[src/sv/mmsb_pkg.sv]
// ----------------------------------------------------------------------------
// mmsb_pkg
// Shared types and constants of the pair sampler.
// ----------------------------------------------------------------------------
`default_nettype none

package mmsb_pkg;

  localparam int unsigned MAX_USERS  = 64;
  localparam int unsigned MAX_K      = 8;
  localparam int unsigned USR_W      = 6;
  localparam int unsigned CL_W       = 3;
  localparam int unsigned KCNT_W     = 4;
  localparam int unsigned PAIR_W     = 2 * CL_W;
  localparam int unsigned PA_AW      = 2 * USR_W + 1;
  localparam int unsigned BC_W       = 12;
  localparam int unsigned UC_W       = 7;
  localparam int unsigned PRIOR_W    = 16;
  localparam int unsigned NUM_W      = 22;
  localparam int unsigned RAT_W      = 25;
  localparam int unsigned FAC_W      = 17;
  localparam int unsigned WGT_W      = 43;
  localparam int unsigned TOT_W      = 49;
  localparam int unsigned MUL_W      = 32;
  localparam int unsigned DIV_STEPS  = 4;
  localparam int unsigned DIV_ITERS  = 6;
  localparam int unsigned DIV_CNT_W  = 3;
  localparam int unsigned CFG_IDX_W  = 4;
  localparam int unsigned CFG_DATA_W = 16;

  localparam logic [CFG_IDX_W-1:0] CFG_CLUSTER_COUNT    = 4'd0;
  localparam logic [CFG_IDX_W-1:0] CFG_PRIOR_ABSENT     = 4'd1;
  localparam logic [CFG_IDX_W-1:0] CFG_PRIOR_PRESENT    = 4'd2;
  localparam logic [CFG_IDX_W-1:0] CFG_MEMBERSHIP_PRIOR = 4'd3;

  localparam logic [KCNT_W-1:0]  RST_CLUSTER_COUNT = 4'd3;
  localparam logic [PRIOR_W-1:0] RST_PRIOR         = 16'd26;

  localparam logic OP_INIT     = 1'b0;
  localparam logic OP_RESAMPLE = 1'b1;

  typedef struct packed {
    logic              operation;
    logic [USR_W-1:0]  sender;
    logic [USR_W-1:0]  receiver;
    logic              link;
    logic [31:0]       random_draw;
  } in_item_t;

  typedef struct packed {
    logic [CL_W-1:0] sender_cluster;
    logic [CL_W-1:0] receiver_cluster;
    logic            skipped;
  } out_item_t;

  typedef logic [1:0][BC_W-1:0]       bc_entry_t;
  typedef logic [MAX_K-1:0][UC_W-1:0] uc_row_t;

  typedef enum logic [4:0] {
    S_IDLE,
    S_RDP,
    S_RDQ,
    S_PA0,
    S_PA1,
    S_PA2,
    S_DEC,
    S_WRD,
    S_WDIV,
    S_WWAIT,
    S_WM1,
    S_WM2,
    S_WM3,
    S_WM4,
    S_TM1,
    S_TM2,
    S_TM3,
    S_SRD,
    S_SCMP,
    S_IM1,
    S_IM2,
    S_IM3,
    S_UPD_RD,
    S_UPD_WB,
    S_UPD_WQ,
    S_DONE
  } state_e;

endpackage

`default_nettype wire

[src/sv/mmsb_mul.sv]
// ----------------------------------------------------------------------------
// mmsb_mul
// Shared 32 x 32 multiplier with a registered product.
// ----------------------------------------------------------------------------
`default_nettype none

module mmsb_mul import mmsb_pkg::*; (
  input  wire logic               clk_i,
  input  wire logic [MUL_W-1:0]   a_i,
  input  wire logic [MUL_W-1:0]   b_i,
  output logic      [2*MUL_W-1:0] p_o
);

  logic [2*MUL_W-1:0] p_q;

  always_ff @(posedge clk_i) begin
    p_q <= {{MUL_W{1'b0}}, a_i} * {{MUL_W{1'b0}}, b_i};
  end

  assign p_o = p_q;

endmodule

`default_nettype wire

[config.mk]
export PLATFORM = sky130hd
export DESIGN_NAME = mmsb_mul
export DESIGN_NICKNAME = d
export VERILOG_FILES = /design/src/sv/mmsb_pkg.sv /design/src/sv/mmsb_mul.sv
export SDC_FILE = /design/constraint.sdc
export NUM_CORES = 2
export LEC_CHECK = 0
export ABC_AREA = 1
export BUFFER_PORTS_ARGS = -buffer_cell sky130_fd_sc_hd__buf_4
export CORE_ASPECT_RATIO = 0.5
export CORE_MARGIN = 10
export CORE_UTILIZATION = 40
export CTS_CLUSTER_SIZE = 20
export DETAILED_ROUTE_END_ITERATION = 7
export SKIP_LAST_GASP = 1
export SLEW_MARGIN = 40
export SYNTH_ARGS = -nofsm -noshare
export SYNTH_HDL_FRONTEND = slang
export SYNTH_SLANG_ARGS = --single-unit
export TNS_END_PERCENT = 100
[constraint.sdc]
create_clock -name clk_i -period 11.1 [get_ports clk_i]
set_clock_uncertainty 0.15 [all_clocks]
set_input_delay 2.22 -clock clk_i [delete_from_list [all_inputs] [get_ports clk_i]]
set_output_delay 2.22 -clock clk_i [all_outputs]
set_load 0.005 [all_outputs]
==> reports/qor.yml <==
initial_core_util_pct: 40.3
synthFlopType: "dfxtp_1"
synth_fp_nets: 6247
dr.pass1.iters: 5
hold_viol: 0
yosysTopAreaCellShare_pct: 48.0
maxSlewHeadroom_pct: 63.3
coreArea_sq_um: 92800
status: "finished clean"
async_reset_ff_share_pct: 0
cts.sinks: 64
pin_count: 129
yosysUniqueCellTypes: 23
drv_cap: 0
fin_setup_tns_ns: 0
ctsHoldBuffers: 0
gp_congestion: 0.943
num_vias: 29400
yosysWarnings: 0
cts_max_level: 3
syn_to_final_growth_pct: 5.72
crit_type: "in -> reg"
drcViolationCount: 0
yosysMostFrequentCell: "inv_1"
cp_max_fo: 32
grt_pass1_wl_mm: 184
cts_setup_buffers: 0
synthTopCellsByCount: "1723 x inv_1, 1566 x nand2_1, 896 x fa_1"
yosysTopAreaCell: "fa_1"
die_h_microns: 236
avgSynthCellArea_sq_um: 7.45
post-route-period-util_pct: 80.3
finalCriticalPeriod_ns: 8.91
ys_ff_latch: 64
n_antenna_cell: 0
rsz0062_at_grt: "false"
synth_area_sq_um: 37400
setup.worst_path.end_class: "register"
wl_per_cell_microns: 18.3
grt_overflow_total: 0
setup_viol: 0
synth_edf_count: 0
dpl_worst_slack_ns: 1.91
drtIter0Drc: 2372
place_hpwl_mm: 95.0
synth_cells: 5023
numCtsBuffers: 9
drive_gt1_share_pct: 4.18
cts.path.max_buffers: 2
yosys-top-cells-area: "fa_1 48%, inv_1 17%, nand2_1 16%, ha_1 8.8%, dfxtp_1 3.4%"
postRouteAntennaNets: 0
nNetsFinal: 6194
max_freq_mhz: 112
die_area_sq_um: 107000
grt_start_max_net_pins: 33
fp.dieW_microns: 452
start_kind: "primary input"
post_cts_resized: 0
clockRootBuffer: "clkbuf_16"
viasPerCell: 4.73
hold_class: "in -> reg"
num-fill-cells: 9449
cts_tree: "built"
multi_input_area_sq_um: 28900
drv_slew: 0
setup_ws_ns: 2.19
arrival_ns: 9.01
io_buffer_count: 128
wl_mm: 114
critPathLaunch: "a_i[25]"
track_usage_pct: 21.8
hp-start: "b_i[0]"
cp_data_required_time_ns: 11.20
rows: 79
clk_pin_slew_ns: 0.06
seq_area_sq_um: 1280
grt_pass1_vias: 31800
antenna_found_initial: 1
worst_slew_pin_slew_ns: 0.551
ys_seq_area_share_pct: 3.43
largest_reg_flops: 64
## final cells by class
class                           count  share of cell area (%)
Tap cell                         1255                    3.97
Multi-Input combinational cell   3032                    73.1
Timing Repair Buffer              128                    2.43
Clock inverter                      6                   0.231
Sequential cell                    64                    3.24
Inverter                         1735                    16.5
Clock buffer                       10                   0.604
## worst max-delay path, stage by stage
cell and delay, ns:
buf_4 0.40, nand2_1 0.16, fa_1 0.57, inv_1 0.06, fa_1 0.61, inv_1 0.08, fa_1 0.53, inv_1 0.05
fa_1 0.49, fa_1 0.65, fa_1 0.49, fa_1 0.52, inv_1 0.05, fa_1 0.50, inv_1 0.06, ha_1 0.42
nand2_2 0.12, nor2_1 0.26, inv_2 0.11, nor2_4 0.14, nand2_1 0.09, inv_1 0.06, nand2_1 0.05, nand2_1 0.08
xor2_1 0.22
## layout by cell type, fill, tap and decap left out, drive strengths merged
cell type  instances
inv             1736
nand2           1581
fa               896
ha               263
buf              128
nor2             101
nand3             65
dfxtp             64
a21oi             43
xor2              33
nor3              18
nand4             16
o21bai            12
clkbuf            10
clkinv             3
o21ai              2
xnor2              2
bufinv             2
## final timing paths
kind,end,cells after the start,slack [ns]
max,p_o[34],25,2.19
min,p_o[0],3,2.17
## kinds of logic (layout without fill, tap and decap cells)
family,Yosys count,count (layout),share of synthesized area (%)
flip-flops,64,64,3.43
AND/OR/NAND/NOR,1781,1781,18.8
adder cells (fa/ha/maj),1159,1159,56.8
AO/OA/AOI/OAI,57,57,0.853
XOR/XNOR,35,35,0.820
buffers and inverters,1927,1879,19.3
## per-stage QoR
stage	hold WS (ns)	std cells	utilization, %	area [sq um]
after floorplan	2.17	5023	-	37400
after global placement	2.46	6214	42.2	39200
after detailed placement	2.45	6214	42.2	39200
after global routing	2.19	6230	42.6	39500
final	2.17	6230	42.6	39500
after CTS	2.16	6230	42.6	39500
## metal layers
layer / share of wire, % / track usage [%]
met1: 46 / 31.9
met2: 43 / 33.5
met3: 9.9 / 4.76
met4: 1.2 / 3.16
met5: 0.0070 / 0
Power is left out: the tool's default activity adds up to more than one toggle a clock period on the data nets, which glitch-free logic cannot reach.
