**src/sv/mmsb_pkg.sv**
```systemverilog
// ----------------------------------------------------------------------------
// mmsb_pkg
// Shared types and constants of the pair sampler.
// ----------------------------------------------------------------------------
`default_nettype none

package mmsb_pkg;

  localparam int unsigned MAX_USERS  = 64;
  localparam int unsigned MAX_K      = 8;
  localparam int unsigned USR_W      = 6;
  localparam int unsigned CL_W       = 3;
  localparam int unsigned KCNT_W     = 4;
  localparam int unsigned PAIR_W     = 2 * CL_W;
  localparam int unsigned PA_AW      = 2 * USR_W + 1;
  localparam int unsigned BC_W       = 12;
  localparam int unsigned UC_W       = 7;
  localparam int unsigned PRIOR_W    = 16;
  localparam int unsigned NUM_W      = 22;
  localparam int unsigned RAT_W      = 25;
  localparam int unsigned FAC_W      = 17;
  localparam int unsigned WGT_W      = 43;
  localparam int unsigned TOT_W      = 49;
  localparam int unsigned MUL_W      = 32;
  localparam int unsigned DIV_STEPS  = 4;
  localparam int unsigned DIV_ITERS  = 6;
  localparam int unsigned DIV_CNT_W  = 3;
  localparam int unsigned CFG_IDX_W  = 4;
  localparam int unsigned CFG_DATA_W = 16;

  localparam logic [CFG_IDX_W-1:0] CFG_CLUSTER_COUNT    = 4'd0;
  localparam logic [CFG_IDX_W-1:0] CFG_PRIOR_ABSENT     = 4'd1;
  localparam logic [CFG_IDX_W-1:0] CFG_PRIOR_PRESENT    = 4'd2;
  localparam logic [CFG_IDX_W-1:0] CFG_MEMBERSHIP_PRIOR = 4'd3;

  localparam logic [KCNT_W-1:0]  RST_CLUSTER_COUNT = 4'd3;
  localparam logic [PRIOR_W-1:0] RST_PRIOR         = 16'd26;

  localparam logic OP_INIT     = 1'b0;
  localparam logic OP_RESAMPLE = 1'b1;

  typedef struct packed {
    logic              operation;
    logic [USR_W-1:0]  sender;
    logic [USR_W-1:0]  receiver;
    logic              link;
    logic [31:0]       random_draw;
  } in_item_t;

  typedef struct packed {
    logic [CL_W-1:0] sender_cluster;
    logic [CL_W-1:0] receiver_cluster;
    logic            skipped;
  } out_item_t;

  typedef logic [1:0][BC_W-1:0]       bc_entry_t;
  typedef logic [MAX_K-1:0][UC_W-1:0] uc_row_t;

  typedef enum logic [4:0] {
    S_IDLE,
    S_RDP,
    S_RDQ,
    S_PA0,
    S_PA1,
    S_PA2,
    S_DEC,
    S_WRD,
    S_WDIV,
    S_WWAIT,
    S_WM1,
    S_WM2,
    S_WM3,
    S_WM4,
    S_TM1,
    S_TM2,
    S_TM3,
    S_SRD,
    S_SCMP,
    S_IM1,
    S_IM2,
    S_IM3,
    S_UPD_RD,
    S_UPD_WB,
    S_UPD_WQ,
    S_DONE
  } state_e;

endpackage

`default_nettype wire

```
**src/sv/mmsb_ratio_div.sv**
```systemverilog
// ----------------------------------------------------------------------------
// mmsb_ratio_div
// Iterative Q1.24 ratio divider, num <= den, four quotient bits per cycle.
// ----------------------------------------------------------------------------
`default_nettype none

module mmsb_ratio_div import mmsb_pkg::*; (
  input  wire logic             clk_i,
  input  wire logic             rst_ni,
  input  wire logic             start_i,
  input  wire logic [NUM_W-1:0] num_i,
  input  wire logic [NUM_W-1:0] den_i,
  output logic                  done_o,
  output logic      [RAT_W-1:0] quo_o
);

  logic                 busy_q;
  logic                 done_q;
  logic [DIV_CNT_W-1:0] cnt_q;
  logic [NUM_W-1:0]     rem_q, rem_d;
  logic [NUM_W-1:0]     den_q;
  logic [RAT_W-1:0]     quo_q, quo_d;
  logic [NUM_W:0]       r2;
  logic                 q0;

  assign q0 = (num_i >= den_i);

  always_comb begin
    rem_d = rem_q;
    quo_d = quo_q;
    r2    = '0;
    for (int j = 0; j < DIV_STEPS; j++) begin
      r2 = {rem_d, 1'b0};
      if (r2 >= {1'b0, den_q}) begin
        rem_d = NUM_W'(r2 - {1'b0, den_q});
        quo_d = {quo_d[RAT_W-2:0], 1'b1};
      end else begin
        rem_d = r2[NUM_W-1:0];
        quo_d = {quo_d[RAT_W-2:0], 1'b0};
      end
    end
  end

  always_ff @(posedge clk_i or negedge rst_ni) begin
    if (!rst_ni) begin
      busy_q <= 1'b0;
      done_q <= 1'b0;
      cnt_q  <= '0;
    end else begin
      done_q <= 1'b0;
      if (start_i) begin
        cnt_q <= '0;
        if (den_i == '0) begin
          done_q <= 1'b1;
        end else begin
          busy_q <= 1'b1;
        end
      end else if (busy_q) begin
        cnt_q <= cnt_q + 1'b1;
        if (cnt_q == DIV_CNT_W'(DIV_ITERS - 1)) begin
          busy_q <= 1'b0;
          done_q <= 1'b1;
        end
      end
    end
  end

  always_ff @(posedge clk_i) begin
    if (start_i) begin
      den_q <= den_i;
      if (den_i == '0) begin
        quo_q <= '0;
        rem_q <= '0;
      end else begin
        rem_q <= q0 ? (num_i - den_i) : num_i;
        quo_q <= {{(RAT_W-1){1'b0}}, q0};
      end
    end else if (busy_q) begin
      rem_q <= rem_d;
      quo_q <= quo_d;
    end
  end

  assign done_o = done_q;
  assign quo_o  = quo_q;

  cnt_range_a: assert property (@(posedge clk_i) disable iff (!rst_ni)
    busy_q |-> cnt_q < DIV_CNT_W'(DIV_ITERS)) else $error("divider count overrun");
  done_pulse_a: assert property (@(posedge clk_i) disable iff (!rst_ni)
    done_q |=> !done_q || $past(start_i)) else $error("divider done held");
  busy_done_a: assert property (@(posedge clk_i) disable iff (!rst_ni)
    done_q |-> !busy_q) else $error("divider done while busy");

endmodule

`default_nettype wire

```
**config.mk**
```make
export PLATFORM = sky130hd
export DESIGN_NAME = mmsb_ratio_div
export DESIGN_NICKNAME = d
export VERILOG_FILES = /design/src/sv/mmsb_pkg.sv /design/src/sv/mmsb_ratio_div.sv
export SDC_FILE = /design/constraint.sdc
export NUM_CORES = 1
export LEC_CHECK = 0
export BUFFER_PORTS_ARGS = -buffer_cell sky130_fd_sc_hd__buf_4
export CORE_MARGIN = 2
export CORE_UTILIZATION = 35
export CTS_CLUSTER_SIZE = 20
export DETAILED_ROUTE_END_ITERATION = 16
export SKIP_LAST_GASP = 1
export SYNTH_ARGS = -nofsm -noshare
export SYNTH_HDL_FRONTEND = slang
export SYNTH_SLANG_ARGS = --single-unit
```
**constraint.sdc**
```tcl
create_clock -name clk_i -period 17.78 [get_ports clk_i]
set_input_delay 1.778 -clock clk_i [delete_from_list [all_inputs] [get_ports clk_i]]
set_output_delay 1.778 -clock clk_i [all_outputs]
set_load 0.01 [all_outputs]
```
==> results.sh <==
export IMPL_vias=9134
export IMPL_grt_max_degree=71
export IMPL_ant_nets=0
export IMPL_finalHoldViolations=0
export IMPL_rsz0062_at_grt="false"
export IMPL_grt_pass1_vias=8872
export IMPL_clockRootBuffer="clkbuf_16"
export IMPL_worstPathArrival_ps=14050
export IMPL_grt_util_met2=0.3566
export IMPL_layout_drive_gt1_share=0.1283
export IMPL_clk_pin_slew_worst_paths_ps=60
export IMPL_avgSynthCellArea_um2=8.466
export IMPL_grt_pass1_wl_um=50000
export IMPL_crit_fanout=42
export IMPL_grt_usage=0.2230
export IMPL_worst_pin_slew_ps=1118
export IMPL_n_antenna_cell=0
export IMPL_clock_sinks=74
export IMPL_min_from="cnt_q[2]"
export IMPL_synth_area_um2=9837
export IMPL_r2r_start="rem_q[16]"
export IMPL_yosys_warnings=0
export IMPL_final_seq_area_um2=2197
export IMPL_nNetsFinal=1353
export IMPL_cts_tree="built"
export IMPL_wl_um=32910
export IMPL_synth_seq_cells=74
export IMPL_coreArea_um2=27710
export IMPL_hp_class="flip-flop to flip-flop"
export IMPL_finalSetupTns_ps=0
export IMPL_htreeDepth=3
export IMPL_clockBufferDepth=2
export IMPL_placedCellCount=1562
export IMPL_dr_first_iter_drc_count=923
export IMPL_die_x_um=171.6
export IMPL_firstDrtPassIters=6
export IMPL_slew_violations=0
export IMPL_cts_resized=0
export IMPL_slew_headroom=0.2438
export IMPL_cts_buffers=9
export IMPL_post_dp_hpwl_um=26890
export IMPL_synth_cells=1162
export IMPL_final_common_cell="a21oi_1"
export IMPL_detail_route_wl_per_cell_um=20.86
export IMPL_multi_input_area_um2=7071
export IMPL_path_common_cell="ha_1"
export IMPL_cpPeakStageDelay_ps=990
export IMPL_setup_worst_path_start_class="flip-flop"
export IMPL_synthFlopType="edfxtp_1"
export IMPL_final_core_util=0.3937
export IMPL_fp_row_count=61
export IMPL_max_freq_mhz=71.61
export IMPL_area_growth_pct=10.89
export IMPL_busiest_layer="met2"
export IMPL_layout_common_cells="a21oi_1 (113), ha_1 (109), nor2_1 (79), buf_4 (78), inv_1 (70)"
export IMPL_synth_edff_count=69
export IMPL_holdBufCountCts=0
export IMPL_portBuffers=72
export IMPL_syn_nets=1320
export IMPL_grt_ovfl_total=0
export IMPL_end_kind="flip-flop"
export IMPL_outcome="finished clean"
export IMPL_criticalPathCategory="flip-flop to flip-flop"
export IMPL_start_util=0.3551
export IMPL_antenna_found_initial=0
export IMPL_dieHeight_um=171.6
export IMPL_use_met3=0.02830
export IMPL_setup_viol_count_final=0
export IMPL_holdWs_ps=537.6
export IMPL_ys_async_sr_fraction=0.06757
export IMPL_yosysSeqAreaShare=0.2234
export IMPL_finalCritPeriodShare=0.7854
export IMPL_use_met1=0.3144
export IMPL_crit_slowest_cell="nor4bb_2"
export IMPL_skew_ps=9.292
export IMPL_fp_dieArea_um2=29460
export IMPL_drv_cap=0
export IMPL_ys_types=79
export IMPL_remaining_drc_errors=0
export IMPL_nFillCells=2796
export IMPL_clock_latency_ps=350
export IMPL_via_per_inst=5.788
export IMPL_period_minus_slack_ps=13960
export IMPL_boundaryPins=73
export IMPL_cts_setup_buffers=0
export IMPL_path_buf_inv=2
export IMPL_crit_family="compound AO/OA/AOI/OAI gates"
export IMPL_gp_congestion=0.9435
export IMPL_worstSetupStartpoint="rem_q[16]"
export IMPL_worstPathRequired_ps=17870
export IMPL_instances_no_fill=1578
[cells in the mapped netlist, drive strengths merged, types with 4 or more instances]
cell type	n	area, um2
a2111oi	6	71.32
o41ai	4	35.03
dfrtp	5	125.1
nor2b	35	219.0
o2111ai	4	35.03
mux2	39	446.7
a211oi	10	90.09
inv	70	262.8
buf	40	264.0
o22ai	15	93.84
o211a	5	50.05
xnor2	61	534.3
edfxtp	69	2072
nor2	81	314.0
o31ai	7	52.55
a31oi	12	75.07
a21oi	114	574.3
nand2	58	217.7
nand2b	18	112.6
ha	109	1364
a21o	35	262.8
a221o	5	50.05
xor2	27	236.5
o21a	18	135.1
nand4	20	125.1
nand3	27	135.1
o21bai	13	97.59
o211ai	9	67.56
or3	12	75.07
nor3b	4	30.03
mux2i	41	414.1
clkbuf	16	60.06
and2	8	50.05
nor3	39	195.2
and4	7	61.31
and3	9	56.30
o21ai	54	270.3
nor4	12	90.09
[routing by layer]
layer,part of all wire,vias to the layer above,routed length [um]
met5,0,-,0
met4,0.025,0,834
met1,0.47,4345,15450
met2,0.45,332,14740
li1,-,4403,-
met3,0.057,54,1890
[flip-flops by register name, indices dropped and copies added (netlist names)]
name,count
rem_q,22
cnt_q,3
busy_q,1
done_o,1
quo_o,25
den_q,22
[stage by stage]
stage	instance area, um2	setup slack, ps
2_1_floorplan	9837	7144
3_3_place_gp	10590	4133
3_5_place_dp	10590	4002
4_1_cts	10910	3945
5_1_grt	10910	2876
6_report	10910	3816
[final timing paths]
check | end | slack (ps) | depth (start not counted)
setup reg to reg | rem_q[13] | 3820 | 37
min in group asynchronous | busy_q | 1220 | 1
hold / removal | busy_q | 540 | 1
max in group asynchronous | done_o | 16450 | 1
setup / recovery | rem_q[13] | 3820 | 37
hold reg to reg | busy_q | 540 | 1
[cells by family after synthesis]
| group | count (synthesis) | synth area share |
|---|---|---|
| xor gates and xnor gates | 88 | 0.07835 |
| DFF | 74 | 0.2234 |
| muxes | 80 | 0.08751 |
| and+or+nand+nor | 341 | 0.1813 |
| buffers and inverters | 126 | 0.05965 |
| AOI/OAI and AO/OA | 342 | 0.2272 |
| adders and majority gates | 111 | 0.1427 |
[worst reg2reg max path: cells and delay by family, from the launching register on]
family | cells | cell delay [ps]
flip-flops | 1 | 430
adder cells (fa/ha/maj) | 4 | 1750
multiplexers | 3 | 1270
AO/OA/AOI/OAI | 16 | 5420
AND/OR/NAND/NOR | 12 | 4250
buffers and inverters | 2 | 600
[area by class of cell]
| type | count | area share |
|---|---|---|
| clock buffers | 10 | 0.02099 |
| clock inverters | 6 | 0.008259 |
| flip-flops and latches | 74 | 0.2014 |
| multi-input cells | 962 | 0.6482 |
| inverters | 70 | 0.02409 |
| well taps | 378 | 0.04336 |
| repair buffers | 78 | 0.05368 |
Power is not shown: default switching activity piles up to over one toggle a cycle in this logic, so the estimate is an artifact.
